File: config.mk
export PLATFORM = sky130hd
export DESIGN_NAME = caa_adder_core
export DESIGN_NICKNAME = d
export VERILOG_FILES = /design/src/caa_pkg.sv /design/src/caa_adder_core.sv
export SDC_FILE = /design/constraint.sdc
export NUM_CORES = 1
export LEC_CHECK = 0
export ABC_AREA = 1
export ABC_CLOCK_PERIOD_IN_PS = 18200
export BUFFER_PORTS_ARGS = -buffer_cell sky130_fd_sc_hd__buf_2
export CAP_MARGIN = 10
export CELL_PAD_IN_SITES_DETAIL_PLACEMENT = 1
export CELL_PAD_IN_SITES_GLOBAL_PLACEMENT = 2
export CORE_MARGIN = 1.5
export CORE_UTILIZATION = 28
export DETAILED_ROUTE_END_ITERATION = 7
export PLACE_DENSITY_LB_ADDON = 0.1
export SLEW_MARGIN = 20
export SYNTH_ARGS = -nofsm -noshare
export SYNTH_HDL_FRONTEND = slang
export SYNTH_SLANG_ARGS = --single-unit
File: constraint.sdc
create_clock -name vclk -period 18.2
set_input_delay 1.82 -clock vclk [all_inputs]
set_output_delay 1.82 -clock vclk [all_outputs]
set_load 0.03 [all_outputs]
File: src/caa_pkg.sv
// Package: shared types, mode codes and one-bit cell tables of the approximate adder.
`timescale 1ns / 1ps
`default_nettype none

package caa_pkg;

  localparam int DefaultWidth = 16;
  localparam int OperandW     = 16;
  localparam int ModeW        = 4;
  localparam int ApproxW      = 4;
  localparam int CfgIdxW      = 1;
  localparam int CfgDataW     = 4;

  typedef enum logic [ModeW-1:0] {
    MODE_EXACT = 4'd0,
    MODE_AMA1  = 4'd1,
    MODE_AMA2  = 4'd2,
    MODE_AMA3  = 4'd3,
    MODE_AXA1  = 4'd4,
    MODE_AXA2  = 4'd5,
    MODE_AXA3  = 4'd6,
    MODE_LOA   = 4'd7,
    MODE_TRUNC = 4'd8,
    MODE_SEG   = 4'd9,
    MODE_ETA   = 4'd10
  } mode_e;

  typedef enum logic [CfgIdxW-1:0] {
    REG_MODE   = 1'b0,
    REG_APPROX = 1'b1
  } cfg_reg_e;

  typedef struct packed {
    logic [ModeW-1:0]   mode;
    logic [ApproxW-1:0] approx_bits;
  } caa_cfg_t;

  // cell kind 0 is the exact full adder; 1-3 AMA1-3, 4-6 AXA1-3
  localparam logic [7:0] CellSum [7] = '{8'h96, 8'h13, 8'h8A, 8'hCC, 8'hAA, 8'hC3, 8'h82};
  localparam logic [7:0] CellCarry [7] = '{8'hE8, 8'hEC, 8'hF0, 8'hF0, 8'hD4, 8'hE8, 8'hE8};

  // returns {carry, sum}
  function automatic logic [1:0] caa_cell(input logic [2:0] kind, input logic a,
                                          input logic b, input logic cin);
    logic [2:0] idx;
    logic [7:0] st;
    logic [7:0] ct;
    idx = {a, b, cin};
    st  = 8'h96;
    ct  = 8'hE8;
    if (kind < 3'd7) begin
      st = CellSum[kind];
      ct = CellCarry[kind];
    end
    return {ct[idx], st[idx]};
  endfunction

endpackage

`default_nettype wire

File: src/caa_adder_core.sv
// Adder core: row of selectable one-bit cells and signed result rebuild.
`timescale 1ns / 1ps
`default_nettype none

module caa_adder_core import caa_pkg::*; #(
  parameter int WIDTH = DefaultWidth
) (
  input  wire caa_cfg_t               cfg_i,
  input  wire logic [OperandW-1:0]    operand_a_i,
  input  wire logic [OperandW-1:0]    operand_b_i,
  output logic      [WIDTH:0]         sum_o
);

  localparam int IdxW   = $clog2(WIDTH + 1);
  localparam int CmpW   = (IdxW > ApproxW) ? IdxW : ApproxW;
  localparam int NumTab = 2 ** ApproxW;

  logic [WIDTH-1:0] a_w;
  logic [WIDTH-1:0] b_w;
  logic [WIDTH-1:0] s_bits;
  logic [WIDTH:0]   c_chain;
  logic [WIDTH-1:0] lo_mask;
  logic [WIDTH-1:0] lo_top;
  logic [WIDTH-1:0] seg_cut;
  logic [WIDTH-1:0] eta_cut;
  logic [WIDTH-1:0] seg_tab [NumTab];
  logic [WIDTH-1:0] eta_tab [NumTab];
  logic [CmpW-1:0]  ab_ext;
  logic             is_cellmode;
  logic             top_bit;
  logic             sgn_a;
  logic             sgn_b;

  if (WIDTH <= OperandW) begin : g_trunc
    assign a_w = operand_a_i[WIDTH-1:0];
    assign b_w = operand_b_i[WIDTH-1:0];
  end else begin : g_sext
    assign a_w = {{(WIDTH-OperandW){operand_a_i[OperandW-1]}}, operand_a_i};
    assign b_w = {{(WIDTH-OperandW){operand_b_i[OperandW-1]}}, operand_b_i};
  end

  // carry-cut masks per approx_bits setting, fixed at elaboration
  for (genvar k = 0; k < NumTab; k++) begin : g_tab
    localparam int SEG = (k < WIDTH) ? (WIDTH - k) : 1;
    localparam int BOT = WIDTH % SEG;
    for (genvar i = 0; i < WIDTH; i++) begin : g_bit
      assign seg_tab[k][i] = (i == 0) || ((i >= BOT) && (((i - BOT) % SEG) == 0));
      assign eta_tab[k][i] = ((i % SEG) == 0);
    end
  end

  assign ab_ext  = CmpW'(cfg_i.approx_bits);
  assign seg_cut = seg_tab[cfg_i.approx_bits];
  assign eta_cut = eta_tab[cfg_i.approx_bits];

  always_comb begin
    for (int i = 0; i < WIDTH; i++) begin
      lo_mask[i] = (ab_ext > CmpW'(i));
      lo_top[i]  = (ab_ext == CmpW'(i + 1));
    end
  end

  assign is_cellmode = (cfg_i.mode >= MODE_AMA1) && (cfg_i.mode <= MODE_AXA3);

  always_comb begin
    logic [1:0] cs;
    logic       cin;
    cs         = '0;
    cin        = 1'b0;
    c_chain[0] = 1'b0;
    for (int i = 0; i < WIDTH; i++) begin
      cin = c_chain[i];
      if (is_cellmode && lo_mask[i]) begin
        cs = caa_cell(cfg_i.mode[2:0], a_w[i], b_w[i], cin);
      end else if ((cfg_i.mode == MODE_LOA) && lo_mask[i]) begin
        cs = {lo_top[i] & a_w[i] & b_w[i], a_w[i] | b_w[i]};
      end else if ((cfg_i.mode == MODE_TRUNC) && lo_mask[i]) begin
        cs = 2'b00;
      end else if (cfg_i.mode == MODE_SEG) begin
        if (seg_cut[i]) begin
          cin = 1'b0;
        end
        cs = caa_cell(3'd0, a_w[i], b_w[i], cin);
      end else if (cfg_i.mode == MODE_ETA) begin
        cs = caa_cell(3'd0, a_w[i], b_w[i], cin);
        if (eta_cut[i]) begin
          cs[1] = a_w[i] & b_w[i];
        end
      end else begin
        cs = caa_cell(3'd0, a_w[i], b_w[i], cin);
      end
      s_bits[i]    = cs[0];
      c_chain[i+1] = cs[1];
    end
  end

  assign top_bit = s_bits[WIDTH-1];
  assign sgn_a   = a_w[WIDTH-1];
  assign sgn_b   = b_w[WIDTH-1];

  always_comb begin
    sum_o[WIDTH-2:0] = s_bits[WIDTH-2:0];
    if (!sgn_a && !sgn_b) begin
      sum_o[WIDTH:WIDTH-1] = {1'b0, top_bit};
    end else if (sgn_a && sgn_b && !top_bit) begin
      sum_o[WIDTH:WIDTH-1] = {c_chain[WIDTH], 1'b0};
    end else begin
      sum_o[WIDTH:WIDTH-1] = {top_bit, top_bit};
    end
  end

endmodule

`default_nettype wire

==> results by group <==
Synthesis
  – Syn Area/Cell: between 5 and 6 µm²
  – Commonest cells in the synthesized netlist: nand2_1, nor2_1, inv_1, o21ai_0, nand3_1
  – Post-synth top area share: a little under a fifth
  – Count leader, synth: nand2_1
  – Synth cell types: 47
  – Cells after Synth: 989
  – Ys Warns: 0
  – Post-synthesis cell area: ~5300 µm²
  – Most area-consuming cells after synthesis: nand2_1, ha_1, nor2_1
  – Cell taking the most area after synthesis: nand2_1
  – Post-Syn Nets: 1086
  – Register area share after synthesis: 0%

Route
  – Via Count: roughly 7000
  – Detail Route Antenna Nets: 0
  – Post-Route WL: 26.64 mm
  – 1st-iter DRT viols: 450
  – Vias per cell: around 5.3
  – Wire length per cell: between 15 and 20 µm
  – DRT Pass-1 Iters: 5
  – # DRC: 0

Floorplanning
  – Die footprint: approximately 20000 µm²
  – Die Wd: 140.3 µm
  – # IOs: 57
  – Core area: 18580 µm²
  – Die H: ~140 µm
  – Num rows: 50
  – Initial Util: between 20 and 30%

Pwr
  – Pwr Density: ~44 nW/µm²
  – Clock Power Share: 0%
  – Psw: 0.0001975 W
  – Seq pwr share: 0%
  – Comb pwr share: 100.0%
  – Power Total: around 0.00032 W
  – Pint: about 0.00013 W
  – Leak: roughly 3.4 nW
  – Worst-case vdd ir drop: roughly 0.00002 V
  – Switching share of total power: between 60% and 70%

Place
  – Gp weighted congestion: 0.8839
  – Placed inst area: around 6100 µm²
  – Dpl hpwl: just under 20 mm
  – IO buf count: 57

Critical path
  – Cell mode on critical path: nand2_4
  – Slowest CP cell: ha_4
  – Kind of cell adding the most delay to the critical path: simple AND/OR/NAND/NOR gates
  – Setup crit end kind: output port
  – Crit path required time: ~16000 ps
  – Critical path class: input port to output port
  – Worst-path fanout max: 5
  – Crit path buffers/inverters: 26
  – Critical Path AT: approximately 15000 ps
  – Critical Path Source Type: input port
  – Max incr delay on CP: ~270 ps

Final layout
  – Sequential cell area: 0 µm²
  – Area grow syn2layout: 38.90%
  – Ant. Diodes: 0
  – Share of post-route cells with drive strength above 1: between 30 and 40%
  – Nets@finish: approximately 1200
  – CLK BUF: 0
  – Num sequential: 0
  – Post-Layout Inst Area: approximately 7300 µm²

Timing
  – Slew margin rel.: a little over half
  – Final setup viols: 0
  – Pins Over Slew Limit: 0
  – RSZ-0062 raised after global routing: true
  – Fmax: 0.05832 GHz
  – Crit share post-route: 94.21%
  – Final Hold Fails: 0
  – Hold WS: a little over 4000 ps
  – Post-layout min period: approximately 17000 ps
  – Worst Tran Pin Value: 699.9 ps

Run status
  – Status: finished, final reports clean

Global route
  – Gr busiest metal: met2
  – Vias in the first global route: 6847
  – Grt ovf: 0
  – Gr usage total: about a quarter
  – Grt met1 use: a little under two fifths
  – Largest net degree at the start of global routing: 36
  – Met2 Use GR: between 40% and 50%
  – Grt met3 use: less than 1%
  – First-pass GRT wire length: 40.11 mm
  – Initial antenna violation count: 0

Run
  – Max-cap violations: 0

Hold path
  – Worst hold path type: input port to output port
[final cells by class]
type | instances | area (µm²)
fill | 2495 | 11240
inverter | 132 | 570.5
timing repair buffer | 155 | 1091
multi-input combinational | 830 | 5381
tap | 234 | 292.8
[path summary, 6_finish.rpt]
kind	start	to	slack (ps)	depth (start not counted)
setup / recovery	cfg_i[5]	sum_o[16]	1050	146
hold / removal	operand_a_i[15]	sum_o[15]	4030	4
[what timing repair did]
action                                  4_1_cts  5_1_grt
gates resized for setup                      31      229
buffers inserted                              8       35
hold buffers                                  0        0
pin swaps                                     9      124
endpoints found under the setup margin        3        4
[metrics by stage]
stage | worst slack, ps | utilization (%) | TNS, ps | cells
2_1_floorplan | 635.4 | - | 0 | 989
3_3_place_gp | -657.6 | 32.69 | -1437 | 1309
3_5_place_dp | -799.7 | 32.69 | -1810 | 1309
4_1_cts | 25.76 | 33.45 | 0 | 1317
5_1_grt | -253.7 | 39.48 | -509.2 | 1351
6_report | 1054 | 39.48 | 0 | 1351
[kinds of logic after synthesis]
family	Yosys count	synth area share, %
AO/OA/AOI/OAI	207	23.62
XOR/XNOR	9	1.492
AND/OR/NAND/NOR	556	47.62
multiplexers	1	0.1895
buffers and inverters	159	13.58
adder cells (fa/ha/maj)	57	13.50
[cells in the final DEF, fill, tap and decap left out, types with 21 or more instances in the layout]
cell type	n
buf_2	51
nand3_1	69
o21ai_0	67
a21oi_1	41
inv_2	21
ha_4	27
inv_1	83
nor2_1	108
nand2_2	45
nand2_1	241
buf_4	93
nand2_4	27
[power by group through the flow]
stage          Sequential, W  Clock (W)  Combinational [W]
5_1_grt                    0          0           0.000357
6_report                   0          0           0.000324
2_1_floorplan              0          0           0.000172
3_3_place_gp               0          0           0.000250
4_1_cts                    0          0           0.000262
3_5_place_dp               0          0           0.000252
[routing by layer]
metal / routed length (µm) / vias up
met5: 0 / -
met4: 499 / 0
met3: 1243 / 29
met2: 12290 / 160
met1: 12610 / 3460
li1: - / 3563
Note: power is estimated with default switching activity, not from simulation.
